--- config.mk ---
export PLATFORM = sky130hd
export DESIGN_NAME = priority_interrupt_select
export DESIGN_NICKNAME = d
export VERILOG_FILES = /design/src/hdl/pis_pkg.sv /design/src/hdl/pis_ram.sv /design/src/hdl/priority_interrupt_select.sv
export SDC_FILE = /design/constraint.sdc
export NUM_CORES = 1
export LEC_CHECK = 0
export BUFFER_PORTS_ARGS = -buffer_cell sky130_fd_sc_hd__buf_4
export CELL_PAD_IN_SITES_DETAIL_PLACEMENT = 1
export CELL_PAD_IN_SITES_GLOBAL_PLACEMENT = 2
export CORE_ASPECT_RATIO = 0.5
export CORE_UTILIZATION = 50
export CTS_CLUSTER_SIZE = 14
export DETAILED_ROUTE_END_ITERATION = 10
export PLACE_DENSITY_LB_ADDON = 0.1
export REMOVE_ABC_BUFFERS = 1
export SKIP_LAST_GASP = 1
export SYNTH_ARGS = -nofsm -noshare
export SYNTH_HDL_FRONTEND = slang
export SYNTH_HIERARCHICAL = 1
export SYNTH_SLANG_ARGS = --single-unit
--- constraint.sdc ---
create_clock -name i_clk -period 6.7 [get_ports i_clk]
set_input_delay 1.34 -clock i_clk [delete_from_list [all_inputs] [get_ports i_clk]]
set_output_delay 1.34 -clock i_clk [all_outputs]
set_load 0.02 [all_outputs]
--- src/hdl/pis_pkg.sv ---
`timescale 1ns / 1ps
// ----------------------------------------------------------------------------
// pis_pkg
// Shared types, constants and the source priority function of the
// priority interrupt selector.
// ----------------------------------------------------------------------------
package pis_pkg;

    // Pending list geometry.
    localparam int LIST_DEPTH = 32;
    localparam int ADDR_W     = (LIST_DEPTH > 1) ? $clog2(LIST_DEPTH) : 1;
    localparam int CNT_W      = $clog2(LIST_DEPTH + 1);

    // Word field widths.
    localparam int SRC_W    = 5;
    localparam int MASK_W   = 2;
    localparam int HVEC_W   = 6;
    localparam int VEC_W    = 7;
    localparam int LEVEL_W  = 3;

    // Level registers, in the order of the configuration index.
    localparam int NUM_LEVELS = 7;
    localparam int CFG_IDX_W  = 3;

    localparam logic [CFG_IDX_W-1:0] LVL_IRQA    = 3'd0;
    localparam logic [CFG_IDX_W-1:0] LVL_IRQB    = 3'd1;
    localparam logic [CFG_IDX_W-1:0] LVL_SERIAL0 = 3'd2;
    localparam logic [CFG_IDX_W-1:0] LVL_SERIAL1 = 3'd3;
    localparam logic [CFG_IDX_W-1:0] LVL_TIMER   = 3'd4;
    localparam logic [CFG_IDX_W-1:0] LVL_HOST    = 3'd5;
    localparam logic [CFG_IDX_W-1:0] LVL_CODEC   = 3'd6;

    localparam logic [LEVEL_W-1:0] LEVEL_RESET = 3'b111;

    localparam logic signed [LEVEL_W-1:0] PRIO_FIXED = 3'sd3;
    localparam logic signed [LEVEL_W-1:0] PRIO_OFF   = -3'sd1;

    // Special sources.
    localparam logic [SRC_W-1:0] SRC_FIXED_LAST = 5'd4;
    localparam logic [SRC_W-1:0] SRC_IRQA       = 5'd5;
    localparam logic [SRC_W-1:0] SRC_IRQB       = 5'd6;
    localparam logic [SRC_W-1:0] SRC_RESERVED   = 5'd7;
    localparam logic [SRC_W-1:0] SRC_SERIAL0_LAST = 5'd11;
    localparam logic [SRC_W-1:0] SRC_SERIAL1_LAST = 5'd15;
    localparam logic [SRC_W-1:0] SRC_TIMER_LAST   = 5'd17;
    localparam logic [SRC_W-1:0] SRC_HOST_CMD     = 5'd22;
    localparam logic [SRC_W-1:0] SRC_CODEC        = 5'd23;

    // Word kinds.
    localparam logic KIND_RAISE   = 1'b0;
    localparam logic KIND_SERVICE = 1'b1;

    typedef logic [NUM_LEVELS-1:0][LEVEL_W-1:0] t_levels;

    typedef enum logic {
        ST_IDLE,
        ST_SCAN
    } t_state;

    // Priority of one source under the current level registers.
    function automatic logic signed [LEVEL_W-1:0] f_src_prio(
        input logic [SRC_W-1:0] src,
        input t_levels          levels
    );
        logic signed [LEVEL_W-1:0] prio;
        if (src <= SRC_FIXED_LAST) begin
            prio = PRIO_FIXED;
        end else if (src == SRC_IRQA) begin
            prio = $signed(levels[LVL_IRQA]);
        end else if (src == SRC_IRQB) begin
            prio = $signed(levels[LVL_IRQB]);
        end else if (src == SRC_RESERVED) begin
            prio = PRIO_OFF;
        end else if (src <= SRC_SERIAL0_LAST) begin
            prio = $signed(levels[LVL_SERIAL0]);
        end else if (src <= SRC_SERIAL1_LAST) begin
            prio = $signed(levels[LVL_SERIAL1]);
        end else if (src <= SRC_TIMER_LAST) begin
            prio = $signed(levels[LVL_TIMER]);
        end else if (src == SRC_CODEC) begin
            prio = $signed(levels[LVL_CODEC]);
        end else begin
            prio = $signed(levels[LVL_HOST]);
        end
        return prio;
    endfunction

endpackage

--- src/hdl/pis_ram.sv ---
`timescale 1ns / 1ps
// ----------------------------------------------------------------------------
// pis_ram
// Generic single write port, single read port RAM with registered read.
// ----------------------------------------------------------------------------
module pis_ram #(
    parameter int WIDTH = 8,
    parameter int DEPTH = 32
) (
    input  logic                                        i_clk,
    input  logic                                        i_wr_en,
    input  logic [((DEPTH > 1) ? $clog2(DEPTH) : 1)-1:0] i_wr_addr,
    input  logic [WIDTH-1:0]                            i_wr_data,
    input  logic                                        i_rd_en,
    input  logic [((DEPTH > 1) ? $clog2(DEPTH) : 1)-1:0] i_rd_addr,
    output logic [WIDTH-1:0]                            o_rd_data
);

    logic [WIDTH-1:0] r_mem [DEPTH];
    logic [WIDTH-1:0] r_rd_data;

    always_ff @(posedge i_clk) begin
        if (i_wr_en) begin
            r_mem[i_wr_addr] <= i_wr_data;
        end
        if (i_rd_en) begin
            r_rd_data <= r_mem[i_rd_addr];
        end
    end

    assign o_rd_data = r_rd_data;

endmodule

--- src/hdl/priority_interrupt_select.sv ---
`timescale 1ns / 1ps
// ----------------------------------------------------------------------------
// priority_interrupt_select
// Interrupt selector over 32 sources with a pending list in RAM and a
// sequential priority scan on service.
// ----------------------------------------------------------------------------
//
// Channel   Direction  Handshake                 Word
// command   in         i_start, o_busy           i_kind, i_source, i_mask_level,
//                                                i_host_vector
// result    out        o_strobe (one cycle)      o_taken, o_vector,
//                                                o_clear_host_command, o_dropped
// config    in         i_cfg_valid, o_cfg_ready  i_cfg_index, i_cfg_data
//
// A raise word is finished in the accept cycle; its result strobes in the
// next cycle and o_busy never rises. A service word with pending entries
// raises o_busy for the scan, in which the single RAM read port feeds one
// entry per cycle into the shared priority compare; with an empty list it
// is answered like a raise word and o_busy stays low. The result strobes
// in the cycle in which o_busy falls. Reset is synchronous and active low;
// it empties the pending list and sets every level register to disabled.
// The result receiver cannot stall; the config port is always ready.
// ----------------------------------------------------------------------------
module priority_interrupt_select (
    input  logic                            i_clk,
    input  logic                            i_rst_n,

    input  logic                            i_start,
    output logic                            o_busy,
    input  logic                            i_kind,
    input  logic [pis_pkg::SRC_W-1:0]       i_source,
    input  logic [pis_pkg::MASK_W-1:0]      i_mask_level,
    input  logic [pis_pkg::HVEC_W-1:0]      i_host_vector,

    output logic                            o_strobe,
    output logic                            o_taken,
    output logic [pis_pkg::VEC_W-1:0]       o_vector,
    output logic                            o_clear_host_command,
    output logic                            o_dropped,

    input  logic                            i_cfg_valid,
    output logic                            o_cfg_ready,
    input  logic [pis_pkg::CFG_IDX_W-1:0]   i_cfg_index,
    input  logic [pis_pkg::LEVEL_W-1:0]     i_cfg_data
);

    // ------------------------------------------------------------------
    // State
    // ------------------------------------------------------------------
    pis_pkg::t_state                        r_state, n_state;
    pis_pkg::t_levels                       r_levels;
    logic [pis_pkg::CNT_W-1:0]              r_count, n_count;
    logic [pis_pkg::CNT_W-1:0]              r_addr, n_addr;
    logic                                   r_rd_vld, n_rd_vld;
    logic [pis_pkg::MASK_W-1:0]             r_mask, n_mask;
    logic [pis_pkg::HVEC_W-1:0]             r_hvec, n_hvec;
    logic                                   r_found, n_found;
    logic signed [pis_pkg::LEVEL_W-1:0]     r_best_prio, n_best_prio;
    logic [pis_pkg::SRC_W-1:0]              r_best_src, n_best_src;

    logic                                   r_strobe, n_strobe;
    logic                                   r_taken, n_taken;
    logic [pis_pkg::VEC_W-1:0]              r_vector, n_vector;
    logic                                   r_clear, n_clear;
    logic                                   r_dropped, n_dropped;

    // ------------------------------------------------------------------
    // Handshake and datapath helpers
    // ------------------------------------------------------------------
    logic                                   accept;
    logic                                   list_full;
    logic                                   ram_wr_en;
    logic                                   ram_rd_en;
    logic [pis_pkg::SRC_W-1:0]              ram_rd_data;
    logic                                   scan_done;
    logic signed [pis_pkg::LEVEL_W-1:0]     cur_prio;
    logic signed [pis_pkg::LEVEL_W-1:0]     mask_s;
    logic                                   cur_wins;

    assign accept    = i_start && (r_state == pis_pkg::ST_IDLE);
    assign list_full = (r_count == pis_pkg::CNT_W'(pis_pkg::LIST_DEPTH));
    assign ram_wr_en = accept && (i_kind == pis_pkg::KIND_RAISE) && !list_full;

    // The read port walks the list from the oldest entry; a read is issued
    // while the address is below the count, and its data arrives in the
    // following cycle, flagged by r_rd_vld.
    assign ram_rd_en = (r_state == pis_pkg::ST_SCAN) && (r_addr < r_count);
    assign scan_done = (r_state == pis_pkg::ST_SCAN) && !ram_rd_en && !r_rd_vld;

    // Shared compare unit: an entry is eligible when its priority reaches
    // the mask level, and it replaces the current best on a tie, so the
    // latest arrival wins among equal priorities.
    assign cur_prio = pis_pkg::f_src_prio(ram_rd_data, r_levels);
    assign mask_s   = $signed({1'b0, r_mask});
    assign cur_wins = r_rd_vld && (cur_prio >= mask_s) &&
                      (!r_found || (cur_prio >= r_best_prio));

    pis_ram #(
        .WIDTH (pis_pkg::SRC_W),
        .DEPTH (pis_pkg::LIST_DEPTH)
    ) u_list (
        .i_clk     (i_clk),
        .i_wr_en   (ram_wr_en),
        .i_wr_addr (r_count[pis_pkg::ADDR_W-1:0]),
        .i_wr_data (i_source),
        .i_rd_en   (ram_rd_en),
        .i_rd_addr (r_addr[pis_pkg::ADDR_W-1:0]),
        .o_rd_data (ram_rd_data)
    );

    // ------------------------------------------------------------------
    // Next state
    // ------------------------------------------------------------------
    always_comb begin
        n_state = r_state;
        case (r_state)
            pis_pkg::ST_IDLE: begin
                if (accept && (i_kind == pis_pkg::KIND_SERVICE) && (r_count != '0)) begin
                    n_state = pis_pkg::ST_SCAN;
                end
            end
            pis_pkg::ST_SCAN: begin
                if (scan_done) begin
                    n_state = pis_pkg::ST_IDLE;
                end
            end
            default: begin
                n_state = pis_pkg::ST_IDLE;
            end
        endcase
    end

    // ------------------------------------------------------------------
    // Datapath and result
    // ------------------------------------------------------------------
    always_comb begin
        n_count     = r_count;
        n_addr      = r_addr;
        n_rd_vld    = 1'b0;
        n_mask      = r_mask;
        n_hvec      = r_hvec;
        n_found     = r_found;
        n_best_prio = r_best_prio;
        n_best_src  = r_best_src;
        n_strobe    = 1'b0;
        n_taken     = r_taken;
        n_vector    = r_vector;
        n_clear     = r_clear;
        n_dropped   = r_dropped;

        case (r_state)
            pis_pkg::ST_IDLE: begin
                if (accept) begin
                    if (i_kind == pis_pkg::KIND_RAISE) begin
                        // Append, or flag the word as dropped on a full list.
                        n_strobe  = 1'b1;
                        n_taken   = 1'b0;
                        n_vector  = '0;
                        n_clear   = 1'b0;
                        n_dropped = list_full;
                        if (!list_full) begin
                            n_count = r_count + 1'b1;
                        end
                    end else if (r_count == '0) begin
                        // Nothing pending: answer at once.
                        n_strobe  = 1'b1;
                        n_taken   = 1'b0;
                        n_vector  = '0;
                        n_clear   = 1'b0;
                        n_dropped = 1'b0;
                    end else begin
                        n_addr  = '0;
                        n_mask  = i_mask_level;
                        n_hvec  = i_host_vector;
                        n_found = 1'b0;
                    end
                end
            end
            pis_pkg::ST_SCAN: begin
                if (ram_rd_en) begin
                    n_addr   = r_addr + 1'b1;
                    n_rd_vld = 1'b1;
                end
                if (cur_wins) begin
                    n_found     = 1'b1;
                    n_best_prio = cur_prio;
                    n_best_src  = ram_rd_data;
                end
                if (scan_done) begin
                    n_strobe  = 1'b1;
                    n_taken   = r_found;
                    n_dropped = 1'b0;
                    n_count   = '0;
                    if (!r_found) begin
                        n_vector = '0;
                        n_clear  = 1'b0;
                    end else if (r_best_src == pis_pkg::SRC_HOST_CMD) begin
                        n_vector = {r_hvec, 1'b0};
                        n_clear  = 1'b1;
                    end else begin
                        n_vector = {1'b0, r_best_src, 1'b0};
                        n_clear  = 1'b0;
                    end
                end
            end
            default: begin
                n_count = r_count;
            end
        endcase
    end

    // ------------------------------------------------------------------
    // Registers
    // ------------------------------------------------------------------
    always_ff @(posedge i_clk) begin
        if (!i_rst_n) begin
            r_state  <= pis_pkg::ST_IDLE;
            r_count  <= '0;
            r_rd_vld <= 1'b0;
            r_strobe <= 1'b0;
            r_found  <= 1'b0;
        end else begin
            r_state  <= n_state;
            r_count  <= n_count;
            r_rd_vld <= n_rd_vld;
            r_strobe <= n_strobe;
            r_found  <= n_found;
        end
    end

    always_ff @(posedge i_clk) begin
        r_addr      <= n_addr;
        r_mask      <= n_mask;
        r_hvec      <= n_hvec;
        r_best_prio <= n_best_prio;
        r_best_src  <= n_best_src;
        r_taken     <= n_taken;
        r_vector    <= n_vector;
        r_clear     <= n_clear;
        r_dropped   <= n_dropped;
    end

    // Level registers; a write to an index past the last register is ignored.
    always_ff @(posedge i_clk) begin
        if (!i_rst_n) begin
            r_levels <= {pis_pkg::NUM_LEVELS{pis_pkg::LEVEL_RESET}};
        end else if (i_cfg_valid && o_cfg_ready &&
                     (i_cfg_index < pis_pkg::CFG_IDX_W'(pis_pkg::NUM_LEVELS))) begin
            r_levels[i_cfg_index] <= i_cfg_data;
        end
    end

    assign o_cfg_ready          = 1'b1;
    assign o_busy               = (r_state != pis_pkg::ST_IDLE);
    assign o_strobe             = r_strobe;
    assign o_taken              = r_taken;
    assign o_vector             = r_vector;
    assign o_clear_host_command = r_clear;
    assign o_dropped            = r_dropped;

    // ------------------------------------------------------------------
    // Assertions
    // ------------------------------------------------------------------
    a_count_bound: assert property (@(posedge i_clk) disable iff (!i_rst_n)
        r_count <= pis_pkg::CNT_W'(pis_pkg::LIST_DEPTH))
        else $error("pending count exceeds list depth");

    a_quick_result: assert property (@(posedge i_clk) disable iff (!i_rst_n)
        (accept && ((i_kind == pis_pkg::KIND_RAISE) || (r_count == '0))) |=> o_strobe)
        else $error("raise or empty service gave no result in the next cycle");

    a_strobe_idle: assert property (@(posedge i_clk) disable iff (!i_rst_n)
        o_strobe |-> (r_state == pis_pkg::ST_IDLE))
        else $error("result strobe while a scan is running");

    a_clear_taken: assert property (@(posedge i_clk) disable iff (!i_rst_n)
        (o_strobe && o_clear_host_command) |-> (o_taken && !o_dropped))
        else $error("host command clear without a taken interrupt");

    a_list_emptied: assert property (@(posedge i_clk) disable iff (!i_rst_n)
        scan_done |=> (r_count == '0))
        else $error("pending list not emptied after service");

endmodule
# Word level (Yosys, flattened, before mapping)
# Memories as Yosys holds them, arrays and structs flattened. A register that Yosys moved wholly into a read port is not among the register bits.
# Cells that the tools add are included.
[totals]
reg_bits = 63
latchBits = 0
ram_bits = 160
rom_bits = 0
input_bits = 24
output_inout_bits = 13
elab_cells = 135
mem_count = 1
[classes]
add_sub_neg = 2
mul = 0
div_mod_pow = 0
order_cmp = 10
n_eq_ne = 15
n_shift = 0
n_mux = 57
n_bitwise = 3
n_reduce_logical = 26
[mem_list]
columns = ["memory", "words", "word_bits", "rd", "rd_ports_with_merged_regs", "wr", "line_no", "text"]
rows = [
  ["u_list.r_mem", 32, 5, 1, 1, 1, "pis_ram.sv:19", "logic [WIDTH-1:0] r_mem [DEPTH];"],
]
[ops]
columns = ["cell", "n"]
rows = [
  ["6-bit 2-to-1 mux", 8],
  ["7-bit 2-to-1 mux", 6],
  ["3-bit 2-to-1 mux", 9],
  ["6-bit case mux with 2 select lines", 2],
  ["1-bit 2-to-1 mux", 23],
  ["21-bit bitwise mux", 1],
  ["4-bit AND reduction", 4],
  ["5-bit by 3-bit equality test with 1-bit output (second input constant)", 3],
  ["7-bit case mux with 2 select lines", 1],
  ["6-bit by 1-bit adder with 6-bit output (second input constant)", 2],
  ["1-bit logical AND", 12],
  ["1-bit case mux with 2 select lines", 6],
  ["5-bit equality test (second input constant)", 2],
  ["5-bit by 4-bit less-or-equal comparator with 1-bit output (second input constant)", 2],
  ["2-bit != test (second input constant)", 5],
  ["3-bit demux with 3-bit select", 1],
  ["6-bit equality test (second input constant)", 1],
  ["3-bit greater-or-equal comparator", 2],
  ["6-bit logical NOT", 1],
  ["6-bit < comparator", 1],
  ["2-bit by 1-bit != test with 1-bit output (second input constant)", 3],
  ["6-bit nonzero test", 1],
  ["5-bit by 3-bit less-or-equal comparator with 1-bit output (second input constant)", 1],
  ["5-bit less-or-equal comparator (second input constant)", 1],
  ["other kinds (9)", 15],
]

# Longest topological paths before layout
# Gate-level depths: netlist of the first run.
[depth]
depth_word = 14
ltp_mapped = 12

# By module
# The synthesis of the first run kept the hierarchy.
[by_module_without_submodules]
columns = ["mod", "n_inst", "cells_per_inst", "area_per_inst_um2", "seq_area_each_um2"]
rows = [
  ["pis_ram", 1, 277, 6394.9, 4954.8],
  ["priority_interrupt_select", 1, 283, 2985.4, 1551.5],
]

# Worst setup path after synthesis of the first run
# Ideal clock, no wire load.
[synth_timing]
kind = "reg2reg"
startpoint = "register u_list.r_rd_data[2] (netlist: u_list/o_rd_data[2]) (read register of u_list.r_mem)"
endpoint = "register r_best_prio[0] (netlist bit) (enable)"
setup_time_ps = 385
arrival_ps = 2870
path_slack_ps = 3445
path_stages_with_launch = 11
path_buffers = 1
cell_sequence = "edfxtp_1 > buf_6 > or3_2 > a41oi_1 > o21ai_0 > and2_1 > ha_1 > nand2b_1 > a2111oi_0 > nor3_1 > a21boi_0"
[synth_via]
elab_chain_len = 13
word_cells_on_any_way = 22
[synth_rtl]
columns = ["element", "line_no", "text"]
rows = [
  ["start: declaration", "pis_ram.sv:20", "logic [WIDTH-1:0] r_rd_data;"],
  ["branches (longest 8 deep; another with 5-bit less-or-equal comparator)", "-", ""],
  ["3-bit 2-to-1 mux (*)", "pis_pkg.sv:66", "if (src <= SRC_FIXED_LAST) begin"],
  ["3-bit greater-or-equal comparator (on tied branches)", "priority_interrupt_select.sv:95, priority_interrupt_select.sv:96", ""],
  ["1-bit logical AND / 1-bit logical OR (equally long branches)", "priority_interrupt_select.sv:95, priority_interrupt_select.sv:96", ""],
  ["1-bit logical AND (*)", "priority_interrupt_select.sv:95", "assign cur_wins = r_rd_vld && (cur_prio >= mask_s) &&"],
  ["2-bit AND reduction (no source line) (*)", "-", ""],
  ["end signal: assignment", "priority_interrupt_select.sv:235", "r_best_prio <= n_best_prio;"],
  ["end: declaration", "priority_interrupt_select.sv:58", "logic signed [pis_pkg::LEVEL_W-1:0] r_best_prio, n_best_prio;"],
]
# Mark *: on every way between the ends.
# A chain may end at the register's enable or synchronous reset.

# Worst setup path after layout of the first run
[layout_timing]
startpoint = "register u_list.r_rd_data[4] (netlist: u_list/o_rd_data[4]) (read register of u_list.r_mem)"
endpoint = "register r_best_prio[0] (netlist bit) (enable)"
[layout_via]
elab_chain_len = 13
word_cells_on_any_way = 22
[layout_rtl]
columns = ["element", "line_no", "text"]
rows = [
  ["branches (longest 8 deep; another with 5-bit less-or-equal comparator)", "-", ""],
  ["3-bit 2-to-1 mux (*)", "pis_pkg.sv:66", ""],
  ["net cur_prio (one bit)", "priority_interrupt_select.sv:76", "logic signed [pis_pkg::LEVEL_W-1:0] cur_prio;"],
  ["3-bit greater-or-equal comparator (on tied branches)", "priority_interrupt_select.sv:95, priority_interrupt_select.sv:96", ""],
  ["1-bit logical AND / 1-bit logical OR (equally long branches)", "priority_interrupt_select.sv:95, priority_interrupt_select.sv:96", ""],
  ["1-bit logical AND (*)", "priority_interrupt_select.sv:95", ""],
  ["2-bit AND reduction (no source line) (*)", "-", ""],
]
# Mark *: on every way through the listed nets, which the timed path passes.

==> results of run 1 <==
==> kinds of logic (layout without fill, tap and decap cells) <==
family	after synthesis	in the layout	synth area share (%)
AO/OA/AOI/OAI	46	46	3.44
XOR/XNOR	7	7	0.654
adder cells (fa/ha/maj)	13	13	1.73
buffers and inverters	33	82	1.56
flip-flops	227	227	69.4
multiplexers	76	76	14.8
other	2	2	0.0801
AND/OR/NAND/NOR	156	156	8.32
==> stage by stage <==
step           hold WS, ns  worst slack, ns  area (um^2)  total power [mW]
3_5_place_dp         0.454             2.84         9850              1.71
3_3_place_gp         0.463             3.02         9850              1.70
2_1_floorplan        0.432             3.32         9290              1.64
6_report             0.463             2.82        10500              2.78
5_1_grt              0.501             2.58        10500              2.87
4_1_cts              0.471             2.80        10500              2.82
==> where the power goes <==
group          internal (mW)  switching (mW)  leakage [nW]
clock                  0.620           0.489         0.301
combinational         0.0467          0.0682          1.13
sequential              1.55          0.0119          2.03
total                   2.21           0.569          3.46
==> final timing paths <==
path	startpoint	to	cells after the start
setup / recovery	u_list/o_rd_data[4]	r_best_prio[0]	10
hold / removal	r_levels[3]	r_levels[3]	2
setup reg to reg	u_list/o_rd_data[4]	r_best_prio[0]	10
hold reg to reg	r_levels[3]	r_levels[3]	2
==> tightest hold or removal path, stage by stage (launching register included) <==
cell and delay, ns:
dfxtp_1 0.32, mux2i_1 0.06, nand2_1 0.06
==> registers in the layout (all words and copies together), names as in the netlist <==
register	cells
r_mask	2
o_clear_host_command	1
o_vector	6
r_rd_vld	1
r_best_src	5
r_hvec	6
r_best_prio	3
o_busy	1
r_found	1
o_strobe	1
u_list/o_rd_data	5
o_taken	1
r_count	6
u_list/r_mem	160
r_levels	21
r_addr	6
o_dropped	1
==> per-layer routing <==
metal / up-vias / track usage, % / wire [um]
met5: - / 0 / 0
met4: 0 / 5.59 / 360
met3: 28 / 5.41 / 1300
met2: 151 / 34.8 / 9230
met1: 2582 / 31.3 / 9420
li1: 2261 / - / -
==> cell type report <==
class / instances / area [um^2]
fill: 1602 / 7400
sequential: 227 / 6510
multi-input combinational: 300 / 2730
clock buffer: 25 / 551
tap: 234 / 293
timing repair buffer: 36 / 270
clock inverter: 7 / 63.8
inverter: 14 / 52.6
==> synth_stat cells (5+ instances only) <==
master,instances
xnor2_1,5
mux2i_1,21
mux4_2,50
nand2b_1,6
a21oi_1,10
nor3_1,8
inv_1,14
nor2_1,50
nand3b_1,6
mux2_2,5
ha_1,13
o21ai_0,6
nand2_1,45
nand3_1,10
clkbuf_1,7
edfxtp_1,196
dfxtp_1,31
buf_2,6
and2_1,6
==> impl_results.md, run 1 <==
- Sum Neg Setup Slack: 0 ns
- Via count: 5022
- Count of different cell masters after synthesis: 58
- Fmax achieved: 258 MHz
- CP max-delay cell: a21boi_0
- Ys Warns: 6
- Sequential area share after synthesis: 69.4%
- Top FF cell, synth: edfxtp_1
- Number of synthesized flops with an enable pin: 196
- Most frequent cells in the layout: 196 x edfxtp_1, 50 x nor2_1, 50 x mux4_2, 45 x nand2_1, 36 x buf_4
- Total grt overflow: 0
- Largest cells by area after synthesis: edfxtp_1 63%, mux4_2 12%, dfxtp_1 6.6%, mux2i_1 2.2%, nor2_1 2.0%
- Power Density: 266 nW/um^2
- Die X: 196 um
- Ports: 37
- Total track usage: 22.1%
- Post-layout min period: 3.88 ns
- Cells after Synth: 560
- Iter 0 DRT Violations: 355
- Final Cycle Share: 57.9%
- Fin. max-slew vios: 0
- Cts hold-fix bufs: 0
- Detailed-route wire length per cell: 24.1 um
- Critical path capture point type: register
- Status: finished clean
- GPL Wtd Cong: 0.775
- Final setup violation count: 0
- Cell taking the most area after synthesis: edfxtp_1
- Die Area: 19300 um^2
- Cell Count, Final, Fillers Out: 843
- IO buf count: 34
- Placed cell count: 811
- Largest net degree at the start of global routing: 45
- DRT Pass-1 Iters: 5
- CTS Buf Count: 21
- # rows: 34
- Final Hold Viols: 0
- Ys async rst share: 0%
- Crit Path Max Fanout: 16
- Vias in the first global route: 5198
- Critical Path RT: 6.82 ns
- RSZ-0062 raised after global routing: false
- CP Launch Type: register
- Buf+Inv Stages, Crit Path: 0
- Cell Area, Synth: 9380 um^2
- DRC: 0
- Leak: 3.46 nW
- Setup bufs post-CTS: 0
- Routed Antenna Nets: 0
- First-pass GRT wire length: 31100 um
- Mean Syn Cell Area: 16.8 um^2
- Starting Density: 52.5%
- Yosys reg bits: 227
- Final #Nets: 637
- Worst-Margin Slew: 1.21 ns
- Crit path arrival time: 4.00 ns
- CP Cell Sequence: or3b_4 > nor2_4 > a211oi_1 > nor3_2 > and2_1 > ha_1 > nand2_1 > a2111oi_0 > nor3_1 > a21boi_0
- HPWL after DPL: 13300 um
- Die extent in y: 98.9 um
- WS Path Type: register to register
- Initial antenna violation count: 0
- Min-delay worst type: register to register
- Max Cap Viol: 0
- Final Skew: 0.0170 ns
- Post-cts sizing count: 0
- Synthesis-to-finish area growth: 11.6%
- H-tree Lvls: 1
- Final Util: 58.6%
- CTS tree: built
- Max clock buf depth: 3
- Commonest non-fill, non-tap cell in the layout: edfxtp_1
- Reg2Reg Setup Slack: 2.82 ns
- Slew headroom: 18.5%
- Clk_lat worst skew: 0.51 ns
- Root Driver: clkbuf_16
- Antenna fix cells: 0
- Synth top area share: 62.7%
- Crit-path max cell delay: 1.00 ns
- Layout cells sized above 1: 21.3%
- Maximum VDD drop: 0.186 mV
- Clock tree sinks: 227
- Clk pin slew, worst setup/hold paths: 0.06 ns
- Core Region: 17900 um^2
- WL final: 20300 um
- Crit path max-delay family: simple AND/OR/NAND/NOR gates
- Vias per cell: 5.96
(Power assumes the default switching activity.)
==> run 2, diff against run 1 <==
CORE_UTILIZATION = 42   (was 50)
clock period = 3.3 ns   (was 6.7 ns; I/O delays follow)
==> run 2 against run 1 <==
Compared with the run above: non-clock buffer count increased by 32; sequential cell count unchanged; critical path depth decreased by 2; clock power increased by 120%; final area increased by 4.1%; via count increased by 1.2%; die area increased by 19%; final cell count increased by 13%; sequential power increased by 100%; first-iteration DRC count decreased by 18%; clock-buffer cell count increased by 9; clock skew decreased by 0.00051 ns; critical path type unchanged; critical endpoint is now u_list/r_mem[4][1]; largest cell class unchanged.
==> impl_results.md, run 2 (same netlist as run 1, synthesis figures left out) <==
- Maximum VDD drop: 0.292 mV (+57%)
- Placed Area: 10200 um^2 (+3.4%)
- Sequential cell area: 6510 um^2 (unchanged)
- RSZ-0062 raised after global routing: false
- DRT Pass-1 Iters: 4 (-1)
- Hold Slack: 0.314 ns (-0.149 ns)
- Synthesis-to-finish area growth: 16.1%
- DRC: 0 (unchanged)
- Design Area, Final: 10900 um^2 (+4.1%)
- Final setup violation count: 0 (unchanged)
- Vias in the first global route: 5312 (+2.2%)
- Total track usage: 18.8% (-3.3 points)
- Fmax achieved: 328 MHz (+27%)
- Critical Path RT: 3.46 ns (-3.36 ns)
- Hold path cells: 1 (-1)
- Placed cell count: 909 (+12%)
- Slew headroom: 56.6% (+38 points)
- Max Cap Viol: 0 (unchanged)
- Biggest regs: u_list/r_mem: 160 flops, r_levels: 21 flops
- Clk pin slew, worst setup/hold paths: 0.06 ns (about the same)
- Root Driver: clkbuf_16
- Detailed-route wire length per cell: 21.7 um (-9.8%)
- Clk_lat worst skew: 0.53 ns (+0.02 ns)
- Status: finished clean
- IO buf count: 34 (unchanged)
- Cell Count, Final, Fillers Out: 949 (+13%)
- Crit-path max cell delay: 0.63 ns (-0.37 ns)
- Power Density: 538 nW/um^2 (+100%)
- CP Cell Sequence: inv_1 > ha_1 > nor4b_1 > nand2_1 > nand2_1 > inv_1 > or3b_2 > nor2_1
- Reg2reg start: r_count[0]
- Leak: 3.65 nW (+5.8%)
- Reg2Reg Setup Slack: 0.25 ns (-2.57 ns)
- Ports: 37 (unchanged)
- Sum Neg Setup Slack: 0 ns (unchanged)
- WL final: 20600 um (+1.6%)
- Starting Density: 43.1% (-9.4 points)
- Crit Path Max Fanout: 10 (-6)
- Die X: 213 um (+9.0%)
- CTS tree: built
- Vias per cell: 5.35 (-10%)
- First-pass GRT wire length: 31300 um (+0.40%)
- # rows: 38 (+12%)
- Routed Antenna Nets: 0 (unchanged)
- GPL Wtd Cong: 0.759 (-2.1%)
- R2r worst-path depth: 8 (-2)
- Largest net degree at the start of global routing: 45 (unchanged)
- Final Cycle Share: 92.5% (+35 points)
- Critical path capture point type: register
- WS Path Type: register to register
- Hold path start: i_host_vector[2]
- Largest register by flop count: u_list/r_mem
- HPWL after DPL: 13500 um (+1.5%)
- Post-layout min period: 3.05 ns (-0.831 ns)
- Min-delay worst type: input pin to register
- Die extent in y: 108 um (+8.9%)
- Total grt overflow: 0 (unchanged)
- Max reg flops: 160 (unchanged)
- CP Launch Type: register
- Fin. max-slew vios: 0 (unchanged)
- Hold EP: r_hvec[2]
- Die Area: 23000 um^2 (+19%)
- Crit path arrival time: 3.22 ns (-0.78 ns)
- Reg2reg end: u_list/r_mem[4][1]
- Final Hold Viols: 0 (unchanged)
- Max clock buf depth: 3 (unchanged)
- Area of the multi-input gates: 2730 um^2 (+0.14%)
- Most frequent cells in the layout: 196 x edfxtp_1, 67 x buf_4, 50 x nor2_1, 50 x mux4_2, 45 x nand2_1
- Core Region: 21800 um^2 (+22%)
- Layout cells sized above 1: 25.6% (+4.2 points)
- Via count: 5081 (+1.2%)
- CTS Buf Count: 22 (+4.8%)
- Clock tree sinks: 227 (unchanged)
- Final #Nets: 670 (+5.2%)
- Initial antenna violation count: 1 (+1)
- Fill cells: 2084 (+30%)
- CP max-delay cell: or3b_2
- Worst-Margin Slew: 0.648 ns (-0.564 ns)
- Final Skew: 0.0165 ns (-0.000512 ns)
- Cts hold-fix bufs: 0 (unchanged)
- Commonest non-fill, non-tap cell in the layout: edfxtp_1
- Iter 0 DRT Violations: 291 (-18%)
- H-tree Lvls: 1 (unchanged)
- Antenna fix cells: 0 (unchanged)
-- run 2: layer usage --
metal | track usage, % | vias up | routed length, um
li1 | - | 2334 | -
met1 | 26.8 | 2635 | 9790
met2 | 30.1 | 86 | 9720
met3 | 3.76 | 26 | 869
met4 | 3.32 | 0 | 256
met5 | 0 | - | 0
-- run 2: worst max path at each step --
| stage | to | slack (ns) | startpoint | depth (start not counted) |
|---|---|---|---|---|
| after CTS | r_best_src[2] | 0.23 | u_list/o_rd_data[3] | 10 |
| after floorplan | u_list/o_rd_data[0] | -0.08 | r_addr[0] | 3 |
| after global placement | r_best_src[4] | -0.15 | u_list/o_rd_data[3] | 10 |
| after global routing | r_best_src[2] | 0.05 | u_list/o_rd_data[2] | 11 |
| after detailed placement | r_best_src[0] | -0.24 | u_list/o_rd_data[3] | 10 |
| final | u_list/r_mem[4][1] | 0.25 | r_count[0] | 8 |
-- run 2: critical path, delay by kind of cell (launching register included) --
family	cells	cell delay (ns)
buffers and inverters	2	0.41
and+or+nand+nor	5	1.56
DFF	1	0.52
adders and majority gates	1	0.21
-- run 2: power breakdown --
part           total (mW)  internal, mW  switching (mW)
Combinational       0.249         0.101           0.148
Clock                2.46          1.38            1.08
Sequential           3.16          3.14          0.0152
-- run 2: through the flow --
stage / setup WS, ns / utilization (%) / total power, mW
after floorplan: -0.0798 / - / 3.34
after global placement: -0.151 / 46.8 / 3.47
after detailed placement: -0.236 / 46.8 / 3.47
after CTS: 0.228 / 50.0 / 5.94
after global routing: 0.0489 / 50.0 / 6.06
final: 0.249 / 50.0 / 5.86
-- run 2: cell type report --
type	count	area share, %
Tap cell	300	3.45
Clock inverter	6	0.781
Timing Repair Buffer	68	4.80
Inverter	14	0.483
Multi-Input combinational cell	300	25.1
Sequential cell	227	59.7
Clock buffer	34	5.65
-- run 2: repair_timing --
action / CTS / global route
setup endpoints to repair: 8 / 0
resized for setup: 2 / 0
setup buffers: 0 / 0
